File: src/design/ptc_pkg.sv
// shared types and constants of the pid turn controller
`default_nettype none
package ptc_pkg;

	// register reset values
	localparam logic [11:0] GAIN_P_RST            = 12'd614;
	localparam logic [11:0] GAIN_I_RST            = 12'd5;
	localparam logic [11:0] GAIN_D_RST            = 12'd51;
	localparam logic [7:0]  SETTLE_THRESHOLD_RST  = 8'd2;
	localparam logic [7:0]  SETTLE_TICKS_RST      = 8'd42;
	localparam logic [11:0] TIMEOUT_TICKS_RST     = 12'd250;
	localparam logic [8:0]  INTEG_RESET_TICKS_RST = 9'd300;

	// register indexes (byte address / 4)
	localparam logic [2:0] REG_GAIN_P            = 3'd0;
	localparam logic [2:0] REG_GAIN_I            = 3'd1;
	localparam logic [2:0] REG_GAIN_D            = 3'd2;
	localparam logic [2:0] REG_SETTLE_THRESHOLD  = 3'd3;
	localparam logic [2:0] REG_SETTLE_TICKS      = 3'd4;
	localparam logic [2:0] REG_TIMEOUT_TICKS     = 3'd5;
	localparam logic [2:0] REG_INTEG_RESET_TICKS = 3'd6;

	// integral saturation bounds
	localparam logic [23:0] INTEG_MAX = 24'h7FFFFF;
	localparam logic [23:0] INTEG_MIN = 24'h800000;

	// datapath widths
	localparam int ACC_W  = 38;
	localparam int MAG_W  = 37;
	localparam int PROD_W = 44;
	localparam int REM_W  = 22;

	// output scale divisor 127 * 256 and the product at which the drive saturates
	localparam logic [REM_W-1:0]  DIV_K    = 22'd32512;
	localparam logic [PROD_W-1:0] SAT_PROD = 44'd4161536;
	localparam logic [6:0]        DRIVE_MAX = 7'd127;

	// operands handed to the arithmetic unit
	typedef struct packed {
		logic        go;
		logic [12:0] err;
		logic [13:0] diff;
		logic [23:0] integ;
		logic [6:0]  speed;
	} ptc_req_t;

	// result from the arithmetic unit
	typedef struct packed {
		logic       done;
		logic [7:0] drive;
	} ptc_rsp_t;

endpackage
`default_nettype wire

File: src/design/ptc_arith.sv
// bit-serial pid sum, speed scaling and divide with saturation
`default_nettype none
module ptc_arith (
	input  wire logic              clk,
	input  wire logic              arst_n,
	input  wire logic [11:0]       gain_p,
	input  wire logic [11:0]       gain_i,
	input  wire logic [11:0]       gain_d,
	input  wire ptc_pkg::ptc_req_t req,
	output ptc_pkg::ptc_rsp_t      rsp
);

	typedef enum logic [2:0] {
		U_IDLE,
		U_PID,
		U_ABS,
		U_SCALE,
		U_RANGE,
		U_DIV
	} ustate_t;

	ustate_t                         state_q;
	logic [3:0]                      cnt_q;
	logic [ptc_pkg::ACC_W-1:0]       acc_q;
	logic [ptc_pkg::MAG_W-1:0]       mag_q;
	logic                            neg_q;
	logic [ptc_pkg::PROD_W-1:0]      prod_q;
	logic [6:0]                      quo_q;
	logic [7:0]                      drive_q;
	logic                            done_q;

	logic [ptc_pkg::ACC_W-1:0]       te, td, ti, acc_step;
	logic [ptc_pkg::MAG_W-1:0]       mag_abs;
	logic [ptc_pkg::PROD_W-1:0]      mag_add, prod_step;
	logic [ptc_pkg::REM_W-1:0]       cand, rem_sub;
	logic                            rem_ge;
	logic [6:0]                      quo_next;

	// signed drive from magnitude and sign
	function automatic logic [7:0] to_drive(input logic neg, input logic [6:0] m);
		logic [7:0] v;
		v = {1'b0, m};
		return neg ? 8'(~v + 8'd1) : v;
	endfunction

	// one gain bit per cycle, msb first, for all three terms at once
	always_comb begin
		te = gain_p[cnt_q] ? {{25{req.err[12]}}, req.err} : '0;
		td = gain_d[cnt_q] ? {{24{req.diff[13]}}, req.diff} : '0;
		ti = gain_i[cnt_q] ? {{14{req.integ[23]}}, req.integ} : '0;
		acc_step = {acc_q[ptc_pkg::ACC_W-2:0], 1'b0} + te + td + ti;
	end

	// magnitude of the pid sum
	assign mag_abs = acc_q[ptc_pkg::ACC_W-1] ?
		ptc_pkg::MAG_W'(~acc_q + 38'd1) : acc_q[ptc_pkg::MAG_W-1:0];

	// one speed bit per cycle
	always_comb begin
		mag_add = req.speed[cnt_q[2:0]] ? {7'b0, mag_q} : '0;
		prod_step = {prod_q[ptc_pkg::PROD_W-2:0], 1'b0} + mag_add;
	end

	// restoring divide, one quotient bit per cycle
	always_comb begin
		cand = ptc_pkg::DIV_K << cnt_q[2:0];
		rem_ge = prod_q[ptc_pkg::REM_W-1:0] >= cand;
		rem_sub = prod_q[ptc_pkg::REM_W-1:0] - cand;
		quo_next = quo_q | (rem_ge ? (7'd1 << cnt_q[2:0]) : 7'd0);
	end

	// sequencer
	always_ff @(posedge clk or negedge arst_n) begin
		if (!arst_n) begin
			state_q <= U_IDLE;
			cnt_q   <= '0;
			done_q  <= 1'b0;
		end else begin
			case (state_q)
				U_IDLE: begin
					done_q <= 1'b0;
					if (req.go) begin
						acc_q   <= '0;
						cnt_q   <= 4'd11;
						state_q <= U_PID;
					end
				end
				U_PID: begin
					acc_q <= acc_step;
					if (cnt_q == 4'd0) begin
						state_q <= U_ABS;
					end else begin
						cnt_q <= cnt_q - 4'd1;
					end
				end
				U_ABS: begin
					neg_q   <= acc_q[ptc_pkg::ACC_W-1];
					mag_q   <= mag_abs;
					prod_q  <= '0;
					cnt_q   <= 4'd6;
					state_q <= U_SCALE;
				end
				U_SCALE: begin
					prod_q <= prod_step;
					if (cnt_q == 4'd0) begin
						state_q <= U_RANGE;
					end else begin
						cnt_q <= cnt_q - 4'd1;
					end
				end
				U_RANGE: begin
					if (prod_q >= ptc_pkg::SAT_PROD) begin
						drive_q <= to_drive(neg_q, ptc_pkg::DRIVE_MAX);
						done_q  <= 1'b1;
						state_q <= U_IDLE;
					end else begin
						quo_q   <= '0;
						cnt_q   <= 4'd6;
						state_q <= U_DIV;
					end
				end
				U_DIV: begin
					quo_q <= quo_next;
					prod_q <= {prod_q[ptc_pkg::PROD_W-1:ptc_pkg::REM_W],
						rem_ge ? rem_sub : prod_q[ptc_pkg::REM_W-1:0]};
					if (cnt_q == 4'd0) begin
						drive_q <= to_drive(neg_q, quo_next);
						done_q  <= 1'b1;
						state_q <= U_IDLE;
					end else begin
						cnt_q <= cnt_q - 4'd1;
					end
				end
				default: begin
					done_q  <= 1'b0;
					state_q <= U_IDLE;
				end
			endcase
		end
	end

	assign rsp.done  = done_q;
	assign rsp.drive = drive_q;

endmodule
`default_nettype wire

File: src/design/pid_turn_controller_core.sv
// pid turn controller: tick bookkeeping, config registers and result register
//
// Usage: each control tick is one transaction on the item channel (item_valid,
// item_stall) carrying start_req, target_deg, speed_limit and gyro_deg. Every
// tick yields exactly one transaction on the result channel (res_valid,
// res_stall) with left_drive, right_drive and done_res.
// A tick that drives the motors runs through the bit-serial arithmetic unit:
// the gain bits of the pid sum, then the speed bits, then the quotient bits of
// the divide by 127*256, with hand-off states between them; the divide is
// skipped when the drive saturates. An idle or finishing tick bypasses the
// arithmetic unit. One tick is in work at a time; the next tick is taken as
// soon as the previous result sits in the output register. Reset clears the
// run state, loads the register defaults and leaves the controller inactive,
// so ticks report zero drive and done until a start. When the receiver stalls,
// the result register holds its transaction; a finished second result waits
// inside and item_stall stays high meanwhile. Registers are written over the
// apb port at byte address 4*index; the user must write them only while idle,
// which the block itself does not enforce.
`default_nettype none
module pid_turn_controller_core (
	input  wire logic              clk,
	input  wire logic              arst_n,
	// config port
	input  wire logic              psel,
	input  wire logic              penable,
	input  wire logic              pwrite,
	input  wire logic [4:0]        paddr,
	input  wire logic [31:0]       pwdata,
	output logic [31:0]            prdata,
	output logic                   pready,
	// tick channel
	input  wire logic              item_valid,
	output logic                   item_stall,
	input  wire logic              start_req,
	input  wire logic [11:0]       target_deg,
	input  wire logic [6:0]        speed_limit,
	input  wire logic signed [12:0] gyro_deg,
	// result channel
	output logic                   res_valid,
	input  wire logic              res_stall,
	output logic signed [7:0]      left_drive,
	output logic signed [7:0]      right_drive,
	output logic                   done_res
);

	typedef enum logic [1:0] {
		T_IDLE,
		T_CALC,
		T_OUT
	} tstate_t;

	// config registers
	logic [11:0] gain_p_q, gain_i_q, gain_d_q, timeout_ticks_q;
	logic [7:0]  settle_threshold_q, settle_ticks_q;
	logic [8:0]  integ_reset_ticks_q;

	// run state
	logic        active_q;
	logic [11:0] target_q;
	logic [6:0]  speed_q;
	logic [23:0] integ_q;
	logic [12:0] prev_q;
	logic [8:0]  icnt_q;
	logic [11:0] elapsed_q;
	logic [7:0]  settle_q;

	// control and output
	tstate_t            state_q;
	ptc_pkg::ptc_req_t  req_q;
	ptc_pkg::ptc_rsp_t  rsp;
	logic [7:0]         pend_left_q;
	logic               pend_done_q;
	logic               res_valid_q;
	logic [7:0]         left_q, right_q;
	logic               done_q;

	// tick evaluation
	logic        accept, cfg_wr;
	logic        act_eff;
	logic [11:0] tgt_eff;
	logic [6:0]  spd_eff;
	logic [23:0] integ_base;
	logic [12:0] prev_base;
	logic [8:0]  icnt_base, icnt_inc;
	logic [11:0] el_base, el_new;
	logic [7:0]  settle_base, settle_new;
	logic [12:0] gyro_mag, err, aerr;
	logic [13:0] err_w, diff;
	logic [24:0] integ_sum;
	logic [23:0] integ_sat;
	logic        on_tgt, fin, icnt_clr;
	logic        out_free;

	assign accept = item_valid && !item_stall;
	assign cfg_wr = psel && penable && pwrite && pready;
	assign out_free = !res_valid_q || !res_stall;

	// state seen by this tick, after an optional start
	always_comb begin
		act_eff     = start_req ? 1'b1 : active_q;
		tgt_eff     = start_req ? target_deg : target_q;
		spd_eff     = start_req ? speed_limit : speed_q;
		integ_base  = start_req ? '0 : integ_q;
		prev_base   = start_req ? '0 : prev_q;
		icnt_base   = start_req ? '0 : icnt_q;
		el_base     = start_req ? '0 : elapsed_q;
		settle_base = start_req ? '0 : settle_q;
	end

	// error, integral and counters
	always_comb begin
		gyro_mag = gyro_deg[12] ? 13'(~gyro_deg + 13'sd1) : gyro_deg;
		err_w = {2'b00, tgt_eff} - {1'b0, gyro_mag};
		err = err_w[12:0];
		aerr = err[12] ? 13'(~err + 13'd1) : err;
		diff = {err[12], err} - {prev_base[12], prev_base};
		integ_sum = {integ_base[23], integ_base} + {{12{err[12]}}, err};
		if (integ_sum[24] != integ_sum[23]) begin
			integ_sat = integ_sum[24] ? ptc_pkg::INTEG_MIN : ptc_pkg::INTEG_MAX;
		end else begin
			integ_sat = integ_sum[23:0];
		end
		icnt_inc = icnt_base + 9'd1;
		icnt_clr = icnt_inc >= integ_reset_ticks_q;
		on_tgt = aerr < {5'b0, settle_threshold_q};
		if (!on_tgt) begin
			settle_new = '0;
		end else if (settle_base != 8'hFF) begin
			settle_new = settle_base + 8'd1;
		end else begin
			settle_new = settle_base;
		end
		el_new = (el_base != 12'hFFF) ? el_base + 12'd1 : el_base;
		fin = (on_tgt && settle_new >= settle_ticks_q) || (el_new >= timeout_ticks_q);
	end

	// config register writes
	always_ff @(posedge clk or negedge arst_n) begin
		if (!arst_n) begin
			gain_p_q            <= ptc_pkg::GAIN_P_RST;
			gain_i_q            <= ptc_pkg::GAIN_I_RST;
			gain_d_q            <= ptc_pkg::GAIN_D_RST;
			settle_threshold_q  <= ptc_pkg::SETTLE_THRESHOLD_RST;
			settle_ticks_q      <= ptc_pkg::SETTLE_TICKS_RST;
			timeout_ticks_q     <= ptc_pkg::TIMEOUT_TICKS_RST;
			integ_reset_ticks_q <= ptc_pkg::INTEG_RESET_TICKS_RST;
		end else if (cfg_wr) begin
			case (paddr[4:2])
				ptc_pkg::REG_GAIN_P:            gain_p_q            <= pwdata[11:0];
				ptc_pkg::REG_GAIN_I:            gain_i_q            <= pwdata[11:0];
				ptc_pkg::REG_GAIN_D:            gain_d_q            <= pwdata[11:0];
				ptc_pkg::REG_SETTLE_THRESHOLD:  settle_threshold_q  <= pwdata[7:0];
				ptc_pkg::REG_SETTLE_TICKS:      settle_ticks_q      <= pwdata[7:0];
				ptc_pkg::REG_TIMEOUT_TICKS:     timeout_ticks_q     <= pwdata[11:0];
				ptc_pkg::REG_INTEG_RESET_TICKS: integ_reset_ticks_q <= pwdata[8:0];
				default: begin
				end
			endcase
		end
	end

	// config read-back
	always_comb begin
		case (paddr[4:2])
			ptc_pkg::REG_GAIN_P:            prdata = {20'b0, gain_p_q};
			ptc_pkg::REG_GAIN_I:            prdata = {20'b0, gain_i_q};
			ptc_pkg::REG_GAIN_D:            prdata = {20'b0, gain_d_q};
			ptc_pkg::REG_SETTLE_THRESHOLD:  prdata = {24'b0, settle_threshold_q};
			ptc_pkg::REG_SETTLE_TICKS:      prdata = {24'b0, settle_ticks_q};
			ptc_pkg::REG_TIMEOUT_TICKS:     prdata = {20'b0, timeout_ticks_q};
			ptc_pkg::REG_INTEG_RESET_TICKS: prdata = {23'b0, integ_reset_ticks_q};
			default:                        prdata = '0;
		endcase
	end

	assign pready = 1'b1;

	// tick sequencer, run state and result register
	always_ff @(posedge clk or negedge arst_n) begin
		if (!arst_n) begin
			state_q     <= T_IDLE;
			req_q.go    <= 1'b0;
			active_q    <= 1'b0;
			target_q    <= '0;
			speed_q     <= '0;
			integ_q     <= '0;
			prev_q      <= '0;
			icnt_q      <= '0;
			elapsed_q   <= '0;
			settle_q    <= '0;
			res_valid_q <= 1'b0;
		end else begin
			// kick the arithmetic unit for an active tick that does not finish
			req_q.go <= accept && act_eff && !fin;
			if (res_valid_q && !res_stall && state_q != T_OUT) begin
				res_valid_q <= 1'b0;
			end
			case (state_q)
				T_IDLE: begin
					if (accept) begin
						if (!act_eff) begin
							pend_left_q <= '0;
							pend_done_q <= 1'b1;
							state_q     <= T_OUT;
						end else begin
							target_q  <= tgt_eff;
							speed_q   <= spd_eff;
							prev_q    <= err;
							settle_q  <= settle_new;
							elapsed_q <= el_new;
							integ_q   <= icnt_clr ? '0 : integ_sat;
							icnt_q    <= icnt_clr ? '0 : icnt_inc;
							active_q  <= !fin;
							req_q.err   <= err;
							req_q.diff  <= diff;
							req_q.integ <= integ_sat;
							req_q.speed <= spd_eff;
							if (fin) begin
								pend_left_q <= '0;
								pend_done_q <= 1'b1;
								state_q     <= T_OUT;
							end else begin
								state_q  <= T_CALC;
							end
						end
					end
				end
				T_CALC: begin
					if (rsp.done) begin
						pend_left_q <= rsp.drive;
						pend_done_q <= 1'b0;
						state_q     <= T_OUT;
					end
				end
				T_OUT: begin
					if (out_free) begin
						res_valid_q <= 1'b1;
						left_q      <= pend_left_q;
						right_q     <= 8'(~pend_left_q + 8'd1);
						done_q      <= pend_done_q;
						state_q     <= T_IDLE;
					end
				end
				default: begin
					state_q <= T_IDLE;
				end
			endcase
		end
	end

	// serial arithmetic
	ptc_arith u_arith (
		.clk    (clk),
		.arst_n (arst_n),
		.gain_p (gain_p_q),
		.gain_i (gain_i_q),
		.gain_d (gain_d_q),
		.req    (req_q),
		.rsp    (rsp)
	);

	assign item_stall  = (state_q != T_IDLE);
	assign res_valid   = res_valid_q;
	assign left_drive  = left_q;
	assign right_drive = right_q;
	assign done_res    = done_q;

endmodule
`default_nettype wire
File: config.mk
export PLATFORM = sky130hd
export DESIGN_NAME = pid_turn_controller_core
export DESIGN_NICKNAME = d
export VERILOG_FILES = /design/src/design/ptc_pkg.sv /design/src/design/ptc_arith.sv /design/src/design/pid_turn_controller_core.sv
export SDC_FILE = /design/constraint.sdc
export NUM_CORES = 1
export LEC_CHECK = 0
export ABC_CLOCK_PERIOD_IN_PS = 7000
export BUFFER_PORTS_ARGS = -buffer_cell sky130_fd_sc_hd__buf_2
export CAP_MARGIN = 10
export CORE_MARGIN = 4
export CORE_UTILIZATION = 35
export CTS_CLUSTER_DIAMETER = 80
export DETAILED_ROUTE_END_ITERATION = 7
export PLACE_DENSITY_LB_ADDON = 0.05
export SETUP_SLACK_MARGIN = 0.5
export SLEW_MARGIN = 20
export SYNTH_ARGS = -nofsm -noshare
export SYNTH_HDL_FRONTEND = slang
export SYNTH_HIERARCHICAL = 1
export SYNTH_SLANG_ARGS = --single-unit
File: constraint.sdc
create_clock -name clk -period 7 [get_ports clk]
set_clock_uncertainty 0.2 [all_clocks]
set_input_delay 1.4 -clock clk [delete_from_list [all_inputs] [get_ports clk]]
set_output_delay 1.4 -clock clk [all_outputs]
set_load 0.03 [all_outputs]
### After elaboration in Yosys (flattened, before gate mapping)

Cells that the tools add are included.

* flip-flop bits (word level): 390
* input bits: 77
* output and inout port bits: 52
* word-level logic and storage cells: 224

* add/sub/neg operators: 17
* $lt $le $gt $ge: 8
* equality and inequality tests: 29
* shift-type cells: 2
* mux-type cells: 75
* bitwise operators: 8
* reductions and logical operators: 48

Operator list (number)
* 38-bit two-way mux: 4
* 44-bit one-hot mux with 3 select lines: 1
* 38-bit adder: 3
* 24-bit two-way mux: 4
* 8-bit two-way mux: 11
* 12-bit one-hot mux with 7 select lines: 1
* 38-bit one-hot mux with 2 select lines: 1
* 37-bit two-way mux: 2
* 44-bit adder: 1
* 44-bit by 22-bit >= comparator with 1-bit output (second input constant): 1
* 13-bit two-way mux: 3
* 37-bit by 1-bit adder with 37-bit output (second input constant): 1
* 37-bit NOT: 1
* 12-bit two-way mux: 3
* 8-bit one-hot mux with 2 select lines: 2
* 13-bit NOT: 2
* 24-bit by 13-bit adder with 25-bit output: 1
* 8-bit by 1-bit adder with 8-bit output (second input constant): 3
* 3-bit AND reduction: 8
* 22-bit >= comparator: 1
* 22-bit two-way mux: 1
* 15-bit by 3-bit left shift with 22-bit output (first input constant): 1
* 22-bit subtractor: 1
* 7-bit two-way mux: 3
* 55 further kinds: 127

### Longest topological paths before layout

* word-level depth: 16
* gate-level depth with buffers: 36

### Hierarchy

The synthesis kept the hierarchy.

Modules (own cells, without submodules)
* pid_turn_controller_core: instances 1, cells each 1415, area each 14505.2 µm²
* ptc_arith: instances 1, cells each 1367, area each 13076.3 µm²

### Worst setup path after synthesis

Ideal clock, no wire load.

* path type: in2reg
* from: in start_req
* to: reg pend_done_q, enable pin
* library setup time: 0.341 ns
* data arrival time: 7.976 ns
* path slack: -1.517 ns
* cell stages on the path: 36
* path buffers: 5
* cells stage by stage: clkbuf_1 > clkbuf_1 > buf_1 > clkbuf_1 > mux2i_1 > ha_1 > fa_1 > nor2b_1 > o2111a_1 > o21a_1 > o41ai_4 > xor2_2 > inv_2 > nand2_1 > o21ai_0 > ha_1 > a21boi_0 > o21a_1 > o21ai_0 > a21o_1 > a21oi_1 > nor3_1 > mux2_2 > nand3_4 > buf_2 > nor2_1 > ha_1 > a21o_1 > a21o_1 > a21o_1 > a21o_1 > a21oi_1 > nor2_1 > a211oi_1 > or2_1 > a31oi_1

* cells in the longest elaborated chain, start to end: 12
* elaborated cells on any way between the ends: 22
* those cells by class: add/sub (4); order compare (3); eq/ne (3); mux (8); bitwise (1); reduce/logical (3)

RTL lines
* start: declaration: RTL line pid_turn_controller_core.sv:34 `input wire logic start_req,`
* 12-bit two-way mux (*): RTL line pid_turn_controller_core.sv:101 `tgt_eff = start_req ? target_deg : target_q;`
* 12-bit by 13-bit subtractor with 13-bit output (*): RTL line pid_turn_controller_core.sv:113 `err_w = {2'b00, tgt_eff} - {1'b0, gyro_mag};`
* named net err_w[12]: RTL line pid_turn_controller_core.sv:88 `logic [13:0] err_w, diff;`
* 13-bit NOT: RTL line pid_turn_controller_core.sv:115 `aerr = err[12] ? 13'(~err + 13'd1) : err;`
* 13-bit by 1-bit adder with 13-bit output: RTL line pid_turn_controller_core.sv:115
* 13-bit two-way mux (*): RTL line pid_turn_controller_core.sv:115
* 13-bit by 8-bit < comparator with 1-bit output (*): RTL line pid_turn_controller_core.sv:125 `on_tgt = aerr < {5'b0, settle_threshold_q};`
* 8-bit two-way mux (*): RTL line pid_turn_controller_core.sv:126 `if (!on_tgt) begin`
* named net settle_new[1]: RTL line pid_turn_controller_core.sv:86 `logic [7:0] settle_base, settle_new;`
* 8-bit >= comparator (*): RTL line pid_turn_controller_core.sv:134 `fin = (on_tgt && settle_new >= settle_ticks_q) || (el_new >= timeout_ticks_q);`
* 1-bit logical AND (*): RTL line pid_turn_controller_core.sv:134
* 1-bit logical OR (*): RTL line pid_turn_controller_core.sv:134
* 3-bit != test (no source line) (*)
* 5-bit AND reduction (no source line) (*)
* end signal: assignment: RTL line pid_turn_controller_core.sv:203 `pend_done_q <= 1'b1;`
* end signal: assignment: RTL line pid_turn_controller_core.sv:220 `pend_done_q <= 1'b1;`
* end signal: assignment: RTL line pid_turn_controller_core.sv:231 `pend_done_q <= 1'b0;`
* end: declaration: RTL line pid_turn_controller_core.sv:72 `logic pend_done_q;`

Mark *: on every way through the listed nets, which the timed path passes. The rest lies on a longest branch.
A chain may end at the register's enable or synchronous reset.

### Worst setup path after layout

* from: in gyro_deg[3]
* to: reg pend_left_q[3], enable pin

* cells in the longest elaborated chain, start to end: 14

RTL lines
* start: declaration: RTL line pid_turn_controller_core.sv:37 `input wire logic signed [12:0] gyro_deg,`
* 13-bit NOT: RTL line pid_turn_controller_core.sv:112 `gyro_mag = gyro_deg[12] ? 13'(~gyro_deg + 13'sd1) : gyro_deg;`
* 13-bit by 2-bit adder with 13-bit output: RTL line pid_turn_controller_core.sv:112
* 13-bit two-way mux (*): RTL line pid_turn_controller_core.sv:112
* 12-bit by 13-bit subtractor with 13-bit output (*): RTL line pid_turn_controller_core.sv:113
* 13-bit NOT: RTL line pid_turn_controller_core.sv:115
* 13-bit by 1-bit adder with 13-bit output: RTL line pid_turn_controller_core.sv:115
* 13-bit two-way mux (*): RTL line pid_turn_controller_core.sv:115
* 13-bit by 8-bit < comparator with 1-bit output (*): RTL line pid_turn_controller_core.sv:125
* 8-bit two-way mux (*): RTL line pid_turn_controller_core.sv:126
* named net settle_new[1]: RTL line pid_turn_controller_core.sv:86
* 8-bit >= comparator (*): RTL line pid_turn_controller_core.sv:134
* 1-bit logical AND (*): RTL line pid_turn_controller_core.sv:134
* 1-bit logical OR (*): RTL line pid_turn_controller_core.sv:134
* 3-bit != test (no source line) (*)
* 5-bit AND reduction (no source line) (*)
* end signal: assignment: RTL line pid_turn_controller_core.sv:230 `pend_left_q <= rsp.drive;`
* end: declaration: RTL line pid_turn_controller_core.sv:71 `logic [7:0] pend_left_q;`

Marked as above.

==> impl_metrics.ini <==
[status]
status = completed

[grt]
antenna_found_initial = 1
grt_pass1_vias = 20897
grt_pass1_wl_um = 116000
overflow = 0
grt_usage_pct = 17.3
grt_max_degree = 135

[sta]
clock.fmax_mhz = 146
relSlewSlack_pct = 25.7
worst_pin_slew_ns = 1.10
whs_ns = 0.267
post-route-period-util_pct = 97.6
tns_ns = 0
finalHoldViolations = 0
setup_ws_ns = 0.165
grt_setup_unrepaired = yes
setup_violations = 0
maxSlewViolCount = 0
min_period_ns = 6.83

[hold_path]
whs_endpoint = integ_q[11]
whs_path_depth = 1
hold_start = integ_q[11]
hold_class = flop to flop

[floorplanning]
rows = 102
fp.dieW_um = 289
io_pins = 129
die_y_um = 289
start_util_pct = 35.5
design.core.area_sq_mm = 0.0777
fp.dieArea_sq_mm = 0.0834

[critical_path]
worst_ep_required_time_ns = 7.07
cp_num_buf_inv = 5
r2r-end = u_arith/acc_q[26]
cpMostUsedCell = a21o_1
worst_path_largest_cell_delay_ns = 0.36
critPathSlowestCell = o41ai_4
rr_worst_depth = 20
cp-start-kind = input pin
regToRegStartpoint = u_arith/cnt_q[1]
crit_family = compound AO/OA/AOI/OAI gates
cp-end-kind = flop
cp_data_arrival_time_ns = 6.91
critPathMaxFanout = 5
crit_type = input pin to flop
regToRegSetupSlack_ns = 0.84

[drt]
wl_per_cell_um = 17.9
num_vias = 20468
drcViolationCount = 0
wirelength_um = 72200
via_per_inst = 5.07
drtIter0Drc = 1044
drtPass1Iterations = 5
ant_nets = 0

[power_and_ir_drop]
power_switching_w = 0.00816
p_per_area_mw_per_mm2 = 569
comb_power_share_pct = 62.5
p_seq_share_pct = 22.4
p_clk_share_pct = 15.1
intPower_w = 0.0100
p_leak_nw = 13.5
ir_worst_vdd_uv = 311
switching_share_pct = 44.8
p_total_w = 0.0182

[clocking]
cts_inserted_buffers = 51
tritoncts = done
clkLatencyLatePin_ns = 0.60
cts_buffer_depth = 3
clk_pin_slew_ns = 0.06
cts_sinks = 389
ctsHtreeMaxLevel = 2
cts_root_buffer = clkbuf_16

[layout]
layout_commonest_cell = nand2_1
nNetsFinal = 3292
num_antenna_cells = 0
fillCellCount = 7660
final_cell_mix = nand2_1 (263), edfxtp_1 (218), nor2_1 (198)
syn2layout_area_growth_pct = 16.0
drive_above_1_share_pct = 17.0

[synthesis]
ys_types = 95
ys_warn_count = 6
synth_seq_area_share_pct = 39.4
synth_edf_count = 218
yosys_register_bits = 389
netlist_instances = 2782
syn_avg_cell_area_sq_um = 9.91
synthArstFlopShare_pct = 44.0
synth_area_sq_mm = 0.0276
yosys_most_used_dff = edfxtp_1

[place]
io_buffers = 85
place.gp.congestion = 0.819
place_ws_ns = -0.743
dpl.hpwl_um = 54800

[flow_run]
drv_cap = 0
==> cell usage after synthesis, drive strengths merged (25+ instances only) <==
cell type | instances | area, sq um
nor2 | 202 | 761
and2 | 26 | 163
nand3 | 49 | 258
a21oi | 153 | 766
xnor2 | 125 | 1090
nand2 | 267 | 1000
dfrtp | 146 | 3650
o21ai | 179 | 900
o21a | 25 | 188
nand2b | 34 | 213
buf | 36 | 233
clkbuf | 84 | 315
ha | 184 | 2300
mux2 | 86 | 968
and3 | 25 | 156
edfxtp | 218 | 6550
dfstp | 25 | 657
xor2 | 70 | 621
o31ai | 31 | 248
nand4 | 25 | 156
nor3 | 32 | 160
nor2b | 101 | 632
a21o | 64 | 480
fa | 78 | 1560
inv | 201 | 754
==> worst reg2reg max path, cell delays in order, from the launching register on <==
cell      delay [ns]
dfrtp_1         0.75
mux4_2          0.37
mux2i_1         0.09
o22ai_2         0.48
buf_4           0.27
nand2_1         0.08
fa_1            0.48
fa_1            0.54
inv_1           0.04
ha_1            0.35
a21o_1          0.20
a21oi_1         0.19
a21boi_1        0.14
a221oi_1        0.27
buf_4           0.19
o21bai_1        0.10
a211oi_1        0.40
o221ai_1        0.28
a21oi_1         0.23
xor2_1          0.19
nor2_1          0.05
==> cells by family after synthesis <==
family | share of synthesized area [%]
AOI/OAI and AO/OA | 15.3
xor gates and xnor gates | 6.22
adders and majority gates | 14.5
buffers and inverters | 4.72
DFF | 39.4
muxes | 5.31
other | 0.0272
and+or+nand+nor | 14.6
==> through the flow <==
stage	area, sq um	instances	util (%)
floorplan	27800	2801	-
global route	32000	4036	41.2
global placement	30000	3933	38.5
detailed placement	30000	3933	38.5
CTS	31900	4036	41.1
finish	32000	4036	41.2
==> registers in the layout (all words and copies together), names as in the netlist, 12 cells and up <==
signal / cells
gain_d_q: 12
gain_p_q: 12
elapsed_q: 12
target_q: 12
req_q: 59
gain_i_q: 12
integ_q: 24
timeout_ticks_q: 12
prev_q: 13
u_arith/mag_q: 37
u_arith/acc_q: 38
u_arith/prod_q: 44
==> layout make-up <==
type,count,area [sq um],share of cell area (%)
clock buffers,61,1410,4.40
clock inverters,35,369,1.15
inverters,201,764,2.39
multi-input cells,2092,15800,49.2
flip-flops and latches,389,10900,33.9
well taps,1040,1300,4.07
repair buffers,218,1550,4.83
==> timing repair <==
item | CTS | global route
setup buffers | 6 | 0
cloned | 1 | 0
hold buffers | 0 | 0
resized for setup | 35 | 17
endpoints found under the setup margin | 18 | 41
pin swaps | 19 | 21
==> power groups by stage <==
stage          registers [W]  clock network, W  logic (W)
2_1_floorplan        0.00393                 0    0.00841
3_3_place_gp         0.00412                 0     0.0112
3_5_place_dp         0.00413                 0     0.0113
4_1_cts              0.00409           0.00285     0.0114
5_1_grt              0.00418           0.00293     0.0129
6_report             0.00409           0.00274     0.0114
==> how the worst max path moves through the flow <==
stage	startpoint	to	slack, ns	cells past startpoint
after floorplan	start_req	pend_done_q	-0.46	36
after global placement	gyro_deg[2]	pend_left_q[1]	-0.72	35
after detailed placement	gyro_deg[2]	pend_left_q[3]	-0.74	35
after CTS	gyro_deg[1]	pend_left_q[3]	0.19	37
after global routing	gyro_deg[3]	pend_left_q[2]	-0.1	36
final	gyro_deg[3]	pend_left_q[3]	0.17	36
==> per-layer routing <==
| layer | track usage [%] | part of all wire [%] | vias up |
|---|---|---|---|
| li1 | - | - | 10194 |
| met1 | 25.0 | 49 | 9863 |
| met2 | 27.8 | 45 | 328 |
| met3 | 2.48 | 4.0 | 83 |
| met4 | 3.70 | 1.8 | 0 |
| met5 | 0 | 0 | - |
No activity file was read; power rests on OpenSTA's default activity.
